[config.mk]
export PLATFORM = sky130hd
export DESIGN_NAME = stepper_angle_indexer_unit_flat
export DESIGN_NICKNAME = d
export VERILOG_FILES = /design/src/rtl/sai_pkg.sv /design/src/rtl/sai_if.sv /design/src/rtl/sai_regs.sv /design/src/rtl/sai_front.sv /design/src/rtl/sai_back.sv /design/src/rtl/stepper_angle_indexer_unit.sv /design/src/flat_wrapper.sv
export SDC_FILE = /design/constraint.sdc
export NUM_CORES = 2
export LEC_CHECK = 0
export ABC_AREA = 0
export BUFFER_PORTS_ARGS = -buffer_cell sky130_fd_sc_hd__buf_2
export CAP_MARGIN = 20
export CORE_MARGIN = 1
export CORE_UTILIZATION = 65
export DETAILED_ROUTE_END_ITERATION = 6
export PLACE_DENSITY = 0.83
export REMOVE_ABC_BUFFERS = 1
export SYNTH_ARGS = -nofsm -noshare
export SYNTH_HDL_FRONTEND = slang
export SYNTH_SLANG_ARGS = --single-unit
[constraint.sdc]
create_clock -name i_clk -period 25.1 [get_ports i_clk]
set_clock_uncertainty 0.2 [all_clocks]
set_input_delay 0 -clock i_clk [delete_from_list [all_inputs] [get_ports i_clk]]
set_output_delay 0 -clock i_clk [all_outputs]
set_load 0.02 [all_outputs]
[src/rtl/sai_pkg.sv]
// Shared types and constants of the stepper angle indexer.
// No dependencies; every other file of the block imports this package.
package sai_pkg;

    localparam int MODE_W     = 3;
    localparam int IN_ANGLE_W = 15;
    localparam int ANGLE_W    = 14;
    localparam int STEPS_W    = 16;
    localparam int HIGH_W     = 10;
    localparam int LOW_W      = 16;
    localparam int TIMER_W    = 16;
    localparam int POS_W      = 18;
    localparam int COUNT_W    = 17;
    localparam int PROD_W     = ANGLE_W + STEPS_W + 1;
    localparam int CFG_IDX_W  = 3;
    localparam int CFG_DATA_W = 16;

    localparam int QDEPTH = 4;
    localparam int QPTR_W = $clog2(QDEPTH);
    localparam int QCNT_W = QPTR_W + 1;

    // |angle * total_steps| < 2^29; divide by 5760 = 128 * 45.
    // Divide by 45 as multiply by ceil(2^28 / 45), exact for 23-bit dividends.
    localparam int DIV_SHIFT   = 7;
    localparam int MAG_W       = 30;
    localparam int DIVIDEND_W  = MAG_W - DIV_SHIFT;
    localparam int RECIP_W     = 23;
    localparam int RECIP_SHIFT = 28;
    localparam logic [RECIP_W-1:0] RECIP_45 = 23'd5965233;
    localparam int RECIP_PROD_W = DIVIDEND_W + RECIP_W;

    // Register indexes of the configuration port.
    localparam logic [CFG_IDX_W-1:0] REG_MIN_ANGLE   = 3'd0;
    localparam logic [CFG_IDX_W-1:0] REG_MAX_ANGLE   = 3'd1;
    localparam logic [CFG_IDX_W-1:0] REG_TOTAL_STEPS = 3'd2;
    localparam logic [CFG_IDX_W-1:0] REG_HIGH_TICKS  = 3'd3;
    localparam logic [CFG_IDX_W-1:0] REG_LOW_TICKS   = 3'd4;

    // Register reset values (min angle is -2880 in 14-bit two's complement).
    localparam logic [ANGLE_W-1:0] MIN_ANGLE_RST   = 14'd13504;
    localparam logic [ANGLE_W-1:0] MAX_ANGLE_RST   = 14'd2880;
    localparam logic [STEPS_W-1:0] TOTAL_STEPS_RST = 16'd6400;
    localparam logic [HIGH_W-1:0]  HIGH_TICKS_RST  = 10'd1;
    localparam logic [LOW_W-1:0]   LOW_TICKS_RST   = 16'd1000;

    // Input mode codes.
    localparam logic [MODE_W-1:0] MODE_TICK = 3'd0;
    localparam logic [MODE_W-1:0] MODE_ABS  = 3'd1;
    localparam logic [MODE_W-1:0] MODE_INC  = 3'd2;
    localparam logic [MODE_W-1:0] MODE_DEC  = 3'd3;
    localparam logic [MODE_W-1:0] MODE_MIN  = 3'd4;
    localparam logic [MODE_W-1:0] MODE_MAX  = 3'd5;

    typedef enum logic [2:0] {
        K_TICK = 3'd0,
        K_ABS  = 3'd1,
        K_INC  = 3'd2,
        K_DEC  = 3'd3,
        K_MIN  = 3'd4,
        K_MAX  = 3'd5,
        K_NOP  = 3'd6
    } t_kind;

    typedef struct packed {
        t_kind                 kind;
        logic [IN_ANGLE_W-1:0] angle;
    } t_item;

    typedef struct packed {
        logic [ANGLE_W-1:0] min_angle;
        logic [ANGLE_W-1:0] max_angle;
        logic [STEPS_W-1:0] total_steps;
        logic [HIGH_W-1:0]  high_ticks;
        logic [LOW_W-1:0]   low_ticks;
    } t_cfg;

endpackage

[src/rtl/sai_if.sv]
// Valid/ready channel interfaces of the stepper angle indexer:
// command input, result output and configuration write. Uses sai_pkg.
interface sai_in_if import sai_pkg::*; ();
    logic                         valid;
    logic                         ready;
    logic [MODE_W-1:0]            mode;
    logic signed [IN_ANGLE_W-1:0] angle;

    modport source (output valid, output mode, output angle, input ready);
    modport sink   (input valid, input mode, input angle, output ready);
endinterface

interface sai_out_if import sai_pkg::*; ();
    logic                      valid;
    logic                      ready;
    logic                      step_level;
    logic                      direction;
    logic signed [COUNT_W-1:0] step_count;
    logic signed [ANGLE_W-1:0] position_angle;
    logic                      busy_res;

    modport source (output valid, output step_level, output direction, output step_count,
                    output position_angle, output busy_res, input ready);
    modport sink   (input valid, input step_level, input direction, input step_count,
                    input position_angle, input busy_res, output ready);
endinterface

interface sai_cfg_if import sai_pkg::*; ();
    logic                  valid;
    logic                  ready;
    logic [CFG_IDX_W-1:0]  index;
    logic [CFG_DATA_W-1:0] data;

    modport source (output valid, output index, output data, input ready);
    modport sink   (input valid, input index, input data, output ready);
endinterface

[src/rtl/sai_regs.sv]
// Configuration registers of the stepper angle indexer.
// Depends on sai_pkg and sai_cfg_if.
module sai_regs import sai_pkg::*; (
    input  logic          i_clk,
    input  logic          i_rst_n,
    sai_cfg_if.sink       i_cfg,
    output t_cfg          o_cfg
);

    t_cfg r_cfg;

    assign i_cfg.ready = 1'b1;
    assign o_cfg       = r_cfg;

    always_ff @(posedge i_clk) begin
        if (!i_rst_n) begin
            r_cfg.min_angle   <= MIN_ANGLE_RST;
            r_cfg.max_angle   <= MAX_ANGLE_RST;
            r_cfg.total_steps <= TOTAL_STEPS_RST;
            r_cfg.high_ticks  <= HIGH_TICKS_RST;
            r_cfg.low_ticks   <= LOW_TICKS_RST;
        end else if (i_cfg.valid) begin
            case (i_cfg.index)
                REG_MIN_ANGLE:   r_cfg.min_angle   <= i_cfg.data[ANGLE_W-1:0];
                REG_MAX_ANGLE:   r_cfg.max_angle   <= i_cfg.data[ANGLE_W-1:0];
                REG_TOTAL_STEPS: r_cfg.total_steps <= i_cfg.data[STEPS_W-1:0];
                REG_HIGH_TICKS:  r_cfg.high_ticks  <= i_cfg.data[HIGH_W-1:0];
                REG_LOW_TICKS:   r_cfg.low_ticks   <= i_cfg.data[LOW_W-1:0];
                default: ;
            endcase
        end
    end

endmodule

[src/rtl/sai_front.sv]
// Front end: accept input beats, decode the mode and hold them in a short queue.
// Depends on sai_pkg and sai_in_if.
module sai_front import sai_pkg::*; (
    input  logic  i_clk,
    input  logic  i_rst_n,
    sai_in_if.sink i_cmd,
    output t_item o_head,
    output logic  o_head_valid,
    input  logic  i_pop
);

    t_item             r_mem [QDEPTH];
    logic [QPTR_W-1:0] r_wr_ptr;
    logic [QPTR_W-1:0] r_rd_ptr;
    logic [QCNT_W-1:0] r_count;
    logic              push;
    logic              pop;
    t_item             item;

    always_comb begin
        item.angle = i_cmd.angle;
        case (i_cmd.mode)
            MODE_TICK: item.kind = K_TICK;
            MODE_ABS:  item.kind = K_ABS;
            MODE_INC:  item.kind = K_INC;
            MODE_DEC:  item.kind = K_DEC;
            MODE_MIN:  item.kind = K_MIN;
            MODE_MAX:  item.kind = K_MAX;
            default:   item.kind = K_NOP;
        endcase
    end

    assign i_cmd.ready  = (r_count != QCNT_W'(QDEPTH));
    assign push         = i_cmd.valid && i_cmd.ready;
    assign o_head_valid = (r_count != '0);
    assign pop          = i_pop && o_head_valid;
    assign o_head       = r_mem[r_rd_ptr];

    always_ff @(posedge i_clk) begin
        if (push) begin
            r_mem[r_wr_ptr] <= item;
        end
    end

    always_ff @(posedge i_clk) begin
        if (!i_rst_n) begin
            r_wr_ptr <= '0;
            r_rd_ptr <= '0;
            r_count  <= '0;
        end else begin
            if (push) begin
                r_wr_ptr <= r_wr_ptr + 1'b1;
            end
            if (pop) begin
                r_rd_ptr <= r_rd_ptr + 1'b1;
            end
            case ({push, pop})
                2'b10:   r_count <= r_count + 1'b1;
                2'b01:   r_count <= r_count - 1'b1;
                default: r_count <= r_count;
            endcase
        end
    end

endmodule

[src/rtl/sai_back.sv]
// Back end: execute queued items (pulse timing on ticks, angle and target on
// commands) and hold the result register. Depends on sai_pkg and sai_out_if.
module sai_back import sai_pkg::*; (
    input  logic   i_clk,
    input  logic   i_rst_n,
    input  t_cfg   i_cfg,
    input  t_item  i_head,
    input  logic   i_head_valid,
    output logic   o_pop,
    sai_out_if.source o_res
);

    typedef enum logic [3:0] {
        S_RUN    = 4'b0001,
        S_MUL    = 4'b0010,
        S_DIV    = 4'b0100,
        S_FINISH = 4'b1000
    } t_state;

    t_state r_state, n_state;

    logic [ANGLE_W-1:0] r_angle, n_angle;
    logic [POS_W-1:0]   r_pos, n_pos;
    logic [POS_W-1:0]   r_target, n_target;
    logic [TIMER_W-1:0] r_timer, n_timer;
    logic               r_high, n_high;
    logic               r_dir, n_dir;

    logic signed [PROD_W-1:0] r_prod;
    logic [POS_W-1:0]         r_quot;
    logic                     r_qneg;

    logic                      r_o_valid, n_o_valid;
    logic                      r_o_level, n_o_level;
    logic                      r_o_dir, n_o_dir;
    logic [COUNT_W-1:0]        r_o_count, n_o_count;
    logic [ANGLE_W-1:0]        r_o_angle, n_o_angle;
    logic                      r_o_busy, n_o_busy;

    logic                    can_emit;
    logic                    is_cmd;
    logic signed [15:0]      s_min, s_max, s_cur, s_in, s_sum, s_lim, s_clamp;
    logic signed [PROD_W-1:0] prod;
    logic [PROD_W-1:0]       mag;
    logic [RECIP_PROD_W-1:0] recip_prod;
    logic [POS_W-1:0]        fin_target;
    logic                    start;
    logic [TIMER_W-1:0]      high_eff, low_eff, cur_timer, dec_timer;
    logic                    cur_high, cur_dir;

    assign can_emit = !r_o_valid || o_res.ready;
    assign is_cmd   = (i_head.kind inside {K_ABS, K_INC, K_DEC, K_MIN, K_MAX});
    assign o_pop    = (r_state == S_RUN) && i_head_valid && (is_cmd || can_emit);

    // New angle: limit the sum for increase/decrease, then clamp to the range.
    always_comb begin
        s_min = {{2{i_cfg.min_angle[ANGLE_W-1]}}, i_cfg.min_angle};
        s_max = {{2{i_cfg.max_angle[ANGLE_W-1]}}, i_cfg.max_angle};
        s_cur = {{2{r_angle[ANGLE_W-1]}}, r_angle};
        s_in  = {i_head.angle[IN_ANGLE_W-1], i_head.angle};
        s_sum = s_cur;
        case (i_head.kind)
            K_ABS: s_lim = s_in;
            K_INC: begin
                s_sum = s_cur + s_in;
                s_lim = (s_sum > s_max) ? s_max : s_sum;
            end
            K_DEC: begin
                s_sum = s_cur - s_in;
                s_lim = (s_sum < s_min) ? s_min : s_sum;
            end
            K_MIN:   s_lim = s_min;
            K_MAX:   s_lim = s_max;
            default: s_lim = s_cur;
        endcase
        if (s_lim < s_min) begin
            s_clamp = s_min;
        end else if (s_lim > s_max) begin
            s_clamp = s_max;
        end else begin
            s_clamp = s_lim;
        end
    end

    // Scale: angle * total_steps, then divide magnitude by 5760.
    assign prod       = $signed(r_angle) * $signed({1'b0, i_cfg.total_steps});
    assign mag        = r_prod[PROD_W-1] ? PROD_W'(-r_prod) : PROD_W'(r_prod);
    assign recip_prod = RECIP_PROD_W'(mag[MAG_W-1:DIV_SHIFT]) * RECIP_PROD_W'(RECIP_45);
    assign fin_target = r_qneg ? (~r_quot + 1'b1) : r_quot;

    // Tick timing.
    assign high_eff  = (i_cfg.high_ticks == '0) ? TIMER_W'(1) : TIMER_W'(i_cfg.high_ticks);
    assign low_eff   = (i_cfg.low_ticks == '0) ? TIMER_W'(1) : TIMER_W'(i_cfg.low_ticks);
    assign start     = !r_high && (r_timer == '0) && (r_pos != r_target);
    assign cur_high  = start ? 1'b1 : r_high;
    assign cur_dir   = start ? ($signed(r_target) > $signed(r_pos)) : r_dir;
    assign cur_timer = start ? high_eff : r_timer;
    assign dec_timer = cur_timer - 1'b1;

    always_comb begin
        n_state   = r_state;
        n_angle   = r_angle;
        n_pos     = r_pos;
        n_target  = r_target;
        n_timer   = r_timer;
        n_high    = r_high;
        n_dir     = r_dir;
        n_o_valid = r_o_valid && !o_res.ready;
        n_o_level = r_o_level;
        n_o_dir   = r_o_dir;
        n_o_count = r_o_count;
        n_o_angle = r_o_angle;
        n_o_busy  = r_o_busy;
        case (r_state)
            S_RUN: begin
                if (o_pop) begin
                    if (is_cmd) begin
                        n_angle = s_clamp[ANGLE_W-1:0];
                        n_state = S_MUL;
                    end else begin
                        if (i_head.kind == K_TICK) begin
                            n_high  = cur_high;
                            n_dir   = cur_dir;
                            n_timer = cur_timer;
                            if (cur_timer != '0) begin
                                n_timer = dec_timer;
                                if (dec_timer == '0) begin
                                    if (cur_high) begin
                                        n_high  = 1'b0;
                                        n_timer = low_eff;
                                    end else begin
                                        n_pos = cur_dir ? r_pos + 1'b1 : r_pos - 1'b1;
                                    end
                                end
                            end
                        end
                        n_o_valid = 1'b1;
                        n_o_level = (i_head.kind == K_TICK) ? cur_high : r_high;
                        n_o_dir   = (i_head.kind == K_TICK) ? cur_dir : r_dir;
                        n_o_count = n_pos[COUNT_W-1:0];
                        n_o_angle = r_angle;
                        n_o_busy  = n_high || (n_timer != '0) || (n_pos != r_target);
                    end
                end
            end
            S_MUL:    n_state = S_DIV;
            S_DIV:    n_state = S_FINISH;
            S_FINISH: begin
                if (can_emit) begin
                    n_target  = fin_target;
                    n_o_valid = 1'b1;
                    n_o_level = r_high;
                    n_o_dir   = r_dir;
                    n_o_count = r_pos[COUNT_W-1:0];
                    n_o_angle = r_angle;
                    n_o_busy  = r_high || (r_timer != '0) || (r_pos != fin_target);
                    n_state   = S_RUN;
                end
            end
            default: n_state = S_RUN;
        endcase
    end

    always_ff @(posedge i_clk) begin
        if (r_state == S_MUL) begin
            r_prod <= prod;
        end
        if (r_state == S_DIV) begin
            r_quot <= recip_prod[RECIP_SHIFT+POS_W-1:RECIP_SHIFT];
            r_qneg <= r_prod[PROD_W-1];
        end
        r_o_level <= n_o_level;
        r_o_dir   <= n_o_dir;
        r_o_count <= n_o_count;
        r_o_angle <= n_o_angle;
        r_o_busy  <= n_o_busy;
    end

    always_ff @(posedge i_clk) begin
        if (!i_rst_n) begin
            r_state   <= S_RUN;
            r_angle   <= MIN_ANGLE_RST;
            r_pos     <= '0;
            r_target  <= '0;
            r_timer   <= '0;
            r_high    <= 1'b0;
            r_dir     <= 1'b0;
            r_o_valid <= 1'b0;
        end else begin
            r_state   <= n_state;
            r_angle   <= n_angle;
            r_pos     <= n_pos;
            r_target  <= n_target;
            r_timer   <= n_timer;
            r_high    <= n_high;
            r_dir     <= n_dir;
            r_o_valid <= n_o_valid;
        end
    end

    assign o_res.valid          = r_o_valid;
    assign o_res.step_level     = r_o_level;
    assign o_res.direction      = r_o_dir;
    assign o_res.step_count     = r_o_count;
    assign o_res.position_angle = r_o_angle;
    assign o_res.busy_res       = r_o_busy;

endmodule

[src/rtl/stepper_angle_indexer_unit.sv]
// Top level of the stepper angle indexer: configuration registers, front-end
// queue and back-end executor. Depends on sai_pkg, sai_if, sai_regs,
// sai_front and sai_back.
//
// Usage:
//  - i_cfg writes one of five registers (min/max angle, total steps, high and
//    low tick counts); it is always ready. Write only while the block is idle.
//  - i_cmd takes one beat per item: mode 0 is a 1 us tick, modes 1..5 are
//    angle commands, modes 6 and 7 change nothing.
//  - o_res gives exactly one beat per input beat, in order: step line level,
//    direction, step count, clamped angle and busy flag.
// Queue and executor:
//  - A beat lands in a 4-entry queue and is registered there before the executor
//    takes it; a tick's result loads straight from the queue head, a command's
//    result only after the multiply, divide and finish states.
//  - Ticks and unused modes leave the queue at one per cycle unless o_res stalls.
//  - A command holds the executor while it steps through clamp, multiply by total
//    steps, divide by 5760 through a reciprocal multiply, then retarget.
//  - Input stays ready while the queue has room, even when a result waits.
// Reset: registers take their defaults, the angle is the min angle, count
//  and target are 0, the step line is low and the queue and result are empty.
// Stall: when o_res is held off the result stays put, the executor stops at its
//  next result and the queue fills; i_cmd drops ready once four beats are waiting.
module stepper_angle_indexer_unit import sai_pkg::*; (
    input  logic       i_clk,
    input  logic       i_rst_n,
    sai_cfg_if.sink    i_cfg,
    sai_in_if.sink     i_cmd,
    sai_out_if.source  o_res
);

    t_cfg  cfg;
    t_item head;
    logic  head_valid;
    logic  pop;

    // Configuration registers.
    sai_regs u_regs (
        .i_clk   (i_clk),
        .i_rst_n (i_rst_n),
        .i_cfg   (i_cfg),
        .o_cfg   (cfg)
    );

    // Accept and decode beats, hold them until the executor takes them.
    sai_front u_front (
        .i_clk        (i_clk),
        .i_rst_n      (i_rst_n),
        .i_cmd        (i_cmd),
        .o_head       (head),
        .o_head_valid (head_valid),
        .i_pop        (pop)
    );

    // Execute items and drive the result channel.
    sai_back u_back (
        .i_clk        (i_clk),
        .i_rst_n      (i_rst_n),
        .i_cfg        (cfg),
        .i_head       (head),
        .i_head_valid (head_valid),
        .o_pop        (pop),
        .o_res        (o_res)
    );

endmodule

[src/flat_wrapper.sv]
// flat-port wrapper written by rule: the top's interface ports become plain ports
module stepper_angle_indexer_unit_flat import sai_pkg::*;
  (i_clk, i_rst_n, i_cfg_valid, i_cfg_index, i_cfg_data, i_cfg_ready, i_cmd_valid, i_cmd_mode, i_cmd_angle, i_cmd_ready, o_res_valid, o_res_step_level, o_res_direction, o_res_step_count, o_res_position_angle, o_res_busy_res, o_res_ready);
  sai_cfg_if i_cfg_i ();
  sai_in_if i_cmd_i ();
  sai_out_if o_res_i ();
  input  logic i_clk;
  input  logic i_rst_n;
  input wire logic [$bits(i_cfg_i.valid)-1:0] i_cfg_valid;
  input wire logic [$bits(i_cfg_i.index)-1:0] i_cfg_index;
  input wire logic [$bits(i_cfg_i.data)-1:0] i_cfg_data;
  output wire logic [$bits(i_cfg_i.ready)-1:0] i_cfg_ready;
  input wire logic [$bits(i_cmd_i.valid)-1:0] i_cmd_valid;
  input wire logic [$bits(i_cmd_i.mode)-1:0] i_cmd_mode;
  input wire logic [$bits(i_cmd_i.angle)-1:0] i_cmd_angle;
  output wire logic [$bits(i_cmd_i.ready)-1:0] i_cmd_ready;
  output wire logic [$bits(o_res_i.valid)-1:0] o_res_valid;
  output wire logic [$bits(o_res_i.step_level)-1:0] o_res_step_level;
  output wire logic [$bits(o_res_i.direction)-1:0] o_res_direction;
  output wire logic [$bits(o_res_i.step_count)-1:0] o_res_step_count;
  output wire logic [$bits(o_res_i.position_angle)-1:0] o_res_position_angle;
  output wire logic [$bits(o_res_i.busy_res)-1:0] o_res_busy_res;
  input wire logic [$bits(o_res_i.ready)-1:0] o_res_ready;
  assign i_cfg_i.valid = i_cfg_valid;
  assign i_cfg_i.index = i_cfg_index;
  assign i_cfg_i.data = i_cfg_data;
  assign i_cfg_ready = i_cfg_i.ready;
  assign i_cmd_i.valid = i_cmd_valid;
  assign i_cmd_i.mode = i_cmd_mode;
  assign i_cmd_i.angle = i_cmd_angle;
  assign i_cmd_ready = i_cmd_i.ready;
  assign o_res_valid = o_res_i.valid;
  assign o_res_step_level = o_res_i.step_level;
  assign o_res_direction = o_res_i.direction;
  assign o_res_step_count = o_res_i.step_count;
  assign o_res_position_angle = o_res_i.position_angle;
  assign o_res_busy_res = o_res_i.busy_res;
  assign o_res_i.ready = o_res_ready;
  stepper_angle_indexer_unit u_core (.i_clk(i_clk), .i_rst_n(i_rst_n), .i_cfg(i_cfg_i), .i_cmd(i_cmd_i), .o_res(o_res_i));
endmodule
After elaboration in Yosys (flattened, before gate mapping). Memory sizes are Yosys's and may differ from the RTL's. A register that Yosys moved wholly into a read port is not among the register bits. Cells that the tools add are included.

Bitwise gates (word level): 2. Reductions and logical operators: 40. Equal/unequal tests: 28. Magnitude comparators: 5. Add/subtract/negate cells: 11. Muxes and demuxes: 69. Multipliers: 2.

Operator list (count): $mux 16 (11); $mux 18 (9); $pmux 16 s5 (1); $mux 14 (5); $ne 18x18->1 (3); $mux 17 (3); $logic_not 16->1 (3); $reduce_bool 16->1 (3); $mul 23x23->46 const B (1); $add 18x1->18 const B (2); $pmux 17 s2 (1); $gt 16x14->1 (2); $lt 16x14->1 (2); $mul 14x17->31 (1); $mux 30 (1); $neg 30->30 (1); $pmux 14 s2 (1); $mux 1 (24); $eq 3x2->1 const B (6); $gt 18x18->1 (1); $not 18->18 (1); $pmux 3 s6 (1); $sub 18x1->18 const B (1); $add 14x15->16 (1); other kinds (34) (72).

Flip-flop bits (word level): 234. Bits in writable memories: 72. Memories: 1. Logic and storage cells: 182. Output and inout port bits: 37. Input port bits: 42.

Memories: u_core.u_front.r_mem (words 4, bits a word 18, rd ports 1, clocked after memory_dff 1, wr ports 1, RTL line sai_front.sv:12) `t_item r_mem [QDEPTH];`.

Depth between registers and ports, before layout.
Depth after elaboration: 18. Depth in mapped cells: 43. Depth with buffers taken out: 39.

Modules after synthesis. A second synthesis with hierarchy kept.

Cell total of the unflattened synthesis: 3528. Area total of the unflattened synthesis: 33866.2 um^2.

By module, submodules not included: sai_back (instances 1, cells each 3113, sequential area each 3983.8 um^2, area an instance 27981.8 um^2); sai_front (instances 1, cells each 149, sequential area each 2342.2 um^2, area an instance 3146.8 um^2); sai_regs (instances 1, cells each 266, sequential area each 1401.3 um^2, area an instance 2737.6 um^2).

Least setup slack after synthesis. Ideal clock, no wire load.

Path type: reg2reg. Start point: register u_core.u_back.r_prod[2]. End point: register u_core.u_back.r_quot[17] (data pin). Data arrival time: 9.659 ns. Clock period less this slack: 10.120 ns. Buffers on the path: 0. Cell stages (with the launch flop): 37. Path slack: 14.980 ns. Library setup time: 0.261 ns. Data required time: 24.639 ns. Path through: edfxtp_1 > or4_1 > or3_1 > or3_1 > or3_4 > nor4_4 > nand2b_1 > or3_4 > nor3_2 > nand2b_1 > or4_1 > or3_1 > nand2_1 > xnor2_1 > ha_1 > inv_1 > fa_1 > fa_1 > fa_1 > fa_1 > inv_1 > fa_1 > ha_1 > ha_1 > a21oi_1 > nand2_1 > a21oi_1 > a211oi_1 > a221oi_1 > a311oi_1 > o211ai_1 > a21boi_0 > o211a_1 > o21a_1 > o21a_1 > nor4_1 > a311o_1.

Longest elaborated chain between the ends: 3.

Ends and longest elaborated chain: start: declaration (RTL line sai_back.sv:29) `logic signed [PROD_W-1:0] r_prod;`; start signal: assignment (RTL line sai_back.sv:166) `r_prod <= prod;`; $neg 30->30 (RTL line sai_back.sv:87) `assign mag = r_prod[PROD_W-1] ? PROD_W'(-r_prod) : PROD_W'(r_prod);`; $mux 30 (RTL line sai_back.sv:87); $mul 23x23->46 (RTL line sai_back.sv:88) `assign recip_prod = RECIP_PROD_W'(mag[MAG_W-1:DIV_SHIFT]) * RECIP_PROD_W'(RECIP_45);`; named net u_core.u_back.recip_prod[45] (RTL line sai_back.sv:45) `logic [RECIP_PROD_W-1:0] recip_prod;`; end signal: assignment (RTL line sai_back.sv:169) `r_quot <= recip_prod[RECIP_SHIFT+POS_W-1:RECIP_SHIFT];`; end: declaration (RTL line sai_back.sv:30) `logic [POS_W-1:0] r_quot;`.

The timed path passes the listed nets, and every way through them passes these cells. A chain may end at the register's enable or synchronous reset.

Worst setup path in the final report. Same ends and word-level chain as after synthesis.

==> flow_metrics.py <==
metrics = {
    "drt": {
        "vias": 27200,
        "drt-pass1-iter-count": 6,
        "via_per_inst": 6.10,
        "drt_wl_total_um": 88600,
        "wl_per_cell_um": 19.8,
        "drt-initial-drc-count": 2153,
        "drcViolationCount": 0,
        "antenna_left": 0,
    },
    "worst_setup_path": {
        "reg2reg_slack_ns": 13.66,
        "cp_common_cell": "fa_1",
        "critPathBufInv": 2,
        "worstSetupStartpointType": "register",
        "critPathRequiredTime_ns": 25.24,
        "cp_top_family": "simple AND/OR/NAND/NOR gates",
        "setup.worst_path.end_class": "register",
        "max_stage_delay_ns": 0.59,
        "critical_path_class": "register to register",
        "cp.arrival_ns": 11.58,
        "cp_slowest_cell": "or4_1",
        "worstPathMaxFanout": 6,
    },
    "die": {
        "fp.dieH_um": 231,
        "io-pin-count": 79,
        "die_area_um2": 53400,
        "initial_core_util_pct": 66.2,
        "rows": 83,
        "fp.dieW_um": 231,
        "core-area_um2": 51600,
    },
    "layout": {
        "syn2layout_area_growth_pct": 8.30,
        "fillers": 3722,
        "drive_gt1_share_pct": 6.42,
        "layout.cells.non_filler": 4465,
        "final_cell_mix": "inv_1 (571), ha_1 (454), nand2_1 (442)",
        "fin_nets": 4591,
        "layout.cells.most_common": "inv_1",
    },
    "synth": {
        "async_flop_share_pct": 0,
        "synthDistinctLibCells": 92,
        "synth-adder-area-share_pct": 36.3,
        "syn-mean-instance-area_um2": 9.30,
        "synth-simple-area-share_pct": 14.4,
        "syn-cell-area_um2": 34100,
        "muxShareOfSynthArea_pct": 2.69,
        "synth_xor_area_share_pct": 4.18,
        "synth_top_flop_cell": "edfxtp_1",
        "ys_seq_area_share_pct": 22.6,
        "synth_edf_count": 156,
        "synth_cells": 3670,
        "ys_warn_count": 0,
        "synth-compound-area-share_pct": 11.9,
        "yosys_register_bits": 308,
        "synth_top_family_by_area": "adder cells",
    },
    "min_path": {
        "min_path_type": "input port to register",
    },
    "global_route": {
        "antenna_found_initial": 4,
        "grt_max_degree": 91,
        "grt_overflow": 0,
        "grt_usage_pct": 33.7,
        "grt_pass1_vias": 27600,
        "grt_pass1_wl_um": 143000,
    },
    "placement": {
        "dpl.cell_count": 4331,
        "gp_congestion": 0.982,
        "io_buffers": 77,
        "dpl.hpwl_um": 67400,
    },
    "timing": {
        "fin_setup_tns_ns": 0,
        "period_needed_ns": 11.44,
        "setup_viol": 0,
        "fin_crit_sh_pct": 45.6,
        "timing_hold_violations_final": 0,
        "max_freq_mhz": 87.4,
        "grt_setup_unrepaired": "false",
        "slew_violations": 0,
        "tightest_slew_ns": 1.09,
        "max-slew-margin-rel_pct": 27.6,
    },
    "clocking": {
        "insertion_delay_ns": 0.60,
        "htree_levels": 1,
        "post_cts_buffers": 0,
        "ctsResizeCount": 0,
        "cts_tree": "done",
        "cts_root_buf": "clkbuf_16",
        "cts.path.max_buffers": 3,
        "cts_buffers": 31,
        "cts_num_sinks": 308,
        "clk_pin_slew_ns": 0.07,
        "hold_buffers": 73,
    },
    "run_status": {
        "status": "completed",
    },
    "job": {
        "drv_cap": 0,
    },
}
-- logic make-up (layout without fill, tap and decap cells) --
kind of cell,Yosys count,in the layout
AND/OR/NAND/NOR,1019,1019
adder cells (fa/ha/maj),790,790
buffers and inverters,704,817
AO/OA/AOI/OAI,618,618
flip-flops,308,308
XOR/XNOR,163,163
multiplexers,67,67
other,1,3
-- cells in the mapped netlist, types with 33 or more instances --
cell	n	area (um2)
nor2_1	153	574
and2_1	112	701
xnor2_1	112	981
o21ai_0	147	736
nand3_1	48	240
inv_1	572	2150
fa_1	336	6730
dfxtp_1	152	3040
xor2_1	51	447
clkbuf_1	120	450
a21o_1	47	353
a21oi_1	145	726
nand2b_1	38	238
edfxtp_1	156	4680
nand2_1	442	1660
nor3_1	54	270
mux2i_1	33	330
ha_1	454	5680
-- layer usage --
layer  wire length, um  GRT usage [%]  share of wire, %  up-vias
li1                  -              -                 -    12500
met1             36200           44.0                41    13300
met2             41900           56.1                47     1163
met3              6740           5.45               7.6      250
met4              3750           13.2               4.2        6
met5                49              0             0.055        -
-- final timing paths --
kind / from / endpoint / cells past startpoint
worst max-delay path: u_core.u_back.r_prod[2] / u_core.u_back.r_quot[17] / 36
worst min-delay path: i_cfg_data[0] / u_core.u_regs.o_cfg[42] / 4
worst max register to register: u_core.u_back.r_prod[2] / u_core.u_back.r_quot[17] / 36
worst min register to register: u_core.u_regs.o_cfg[2] / u_core.u_regs.o_cfg[2] / 2
-- sequential cells by signal, indices dropped and copies added, names as in the netlist, named ones only --
name	count
u_core.u_back.r_pos	18
u_core.u_back.o_res.valid	1
u_core.u_back.r_prod	31
u_core.u_front.r_wr_ptr	2
u_core.u_back.o_res.position_angle	14
u_core.u_back.o_res.step_level	1
u_core.u_back.r_quot	18
u_core.u_back.r_state	4
u_core.u_back.r_timer	16
u_core.u_back.o_res.busy_res	1
u_core.u_back.r_angle	14
u_core.u_front.r_rd_ptr	2
u_core.u_back.r_target	18
u_core.u_back.o_res.direction	1
u_core.u_front.r_mem	72
u_core.u_back.o_res.step_count	17
u_core.u_back.r_qneg	1
u_core.u_back.r_high	1
u_core.u_regs.o_cfg	70
u_core.u_front.r_count	3
u_core.u_back.r_dir	1
-- stage by stage --
stage	setup WS (ns)	util (%)	hold slack [ns]	cell area, um2
after floorplan	14.88	-	-0.128	33600
after global placement	14.02	68.2	0.0126	35200
after detailed placement	13.75	68.2	0.0159	35200
after CTS	13.70	71.6	0.0564	37000
after global routing	13.12	71.6	0.0974	37000
final	13.66	71.6	0.0898	37000
-- worst min-delay path, stage by stage --
cell,delay [ns]
dlygate4sd3_1,0.53
buf_2,0.18
nand2_1,0.07
a21oi_1,0.05
-- cell type report --
class                   instances  area (um2)  share of cell area, %
clock buffers                  43         928                   2.51
repair buffers                188        1400                   3.80
well taps                     680         851                   2.30
inverters                     572        2150                   5.81
clock inverters                14         114                  0.308
multi-input cells            2658       23800                   64.4
flip-flops and latches        308        7730                   20.9
diodes                          2        5.00                 0.0135
Power is not shown: default switching activity piles up to over one toggle a cycle in this logic, so the estimate is an artifact.
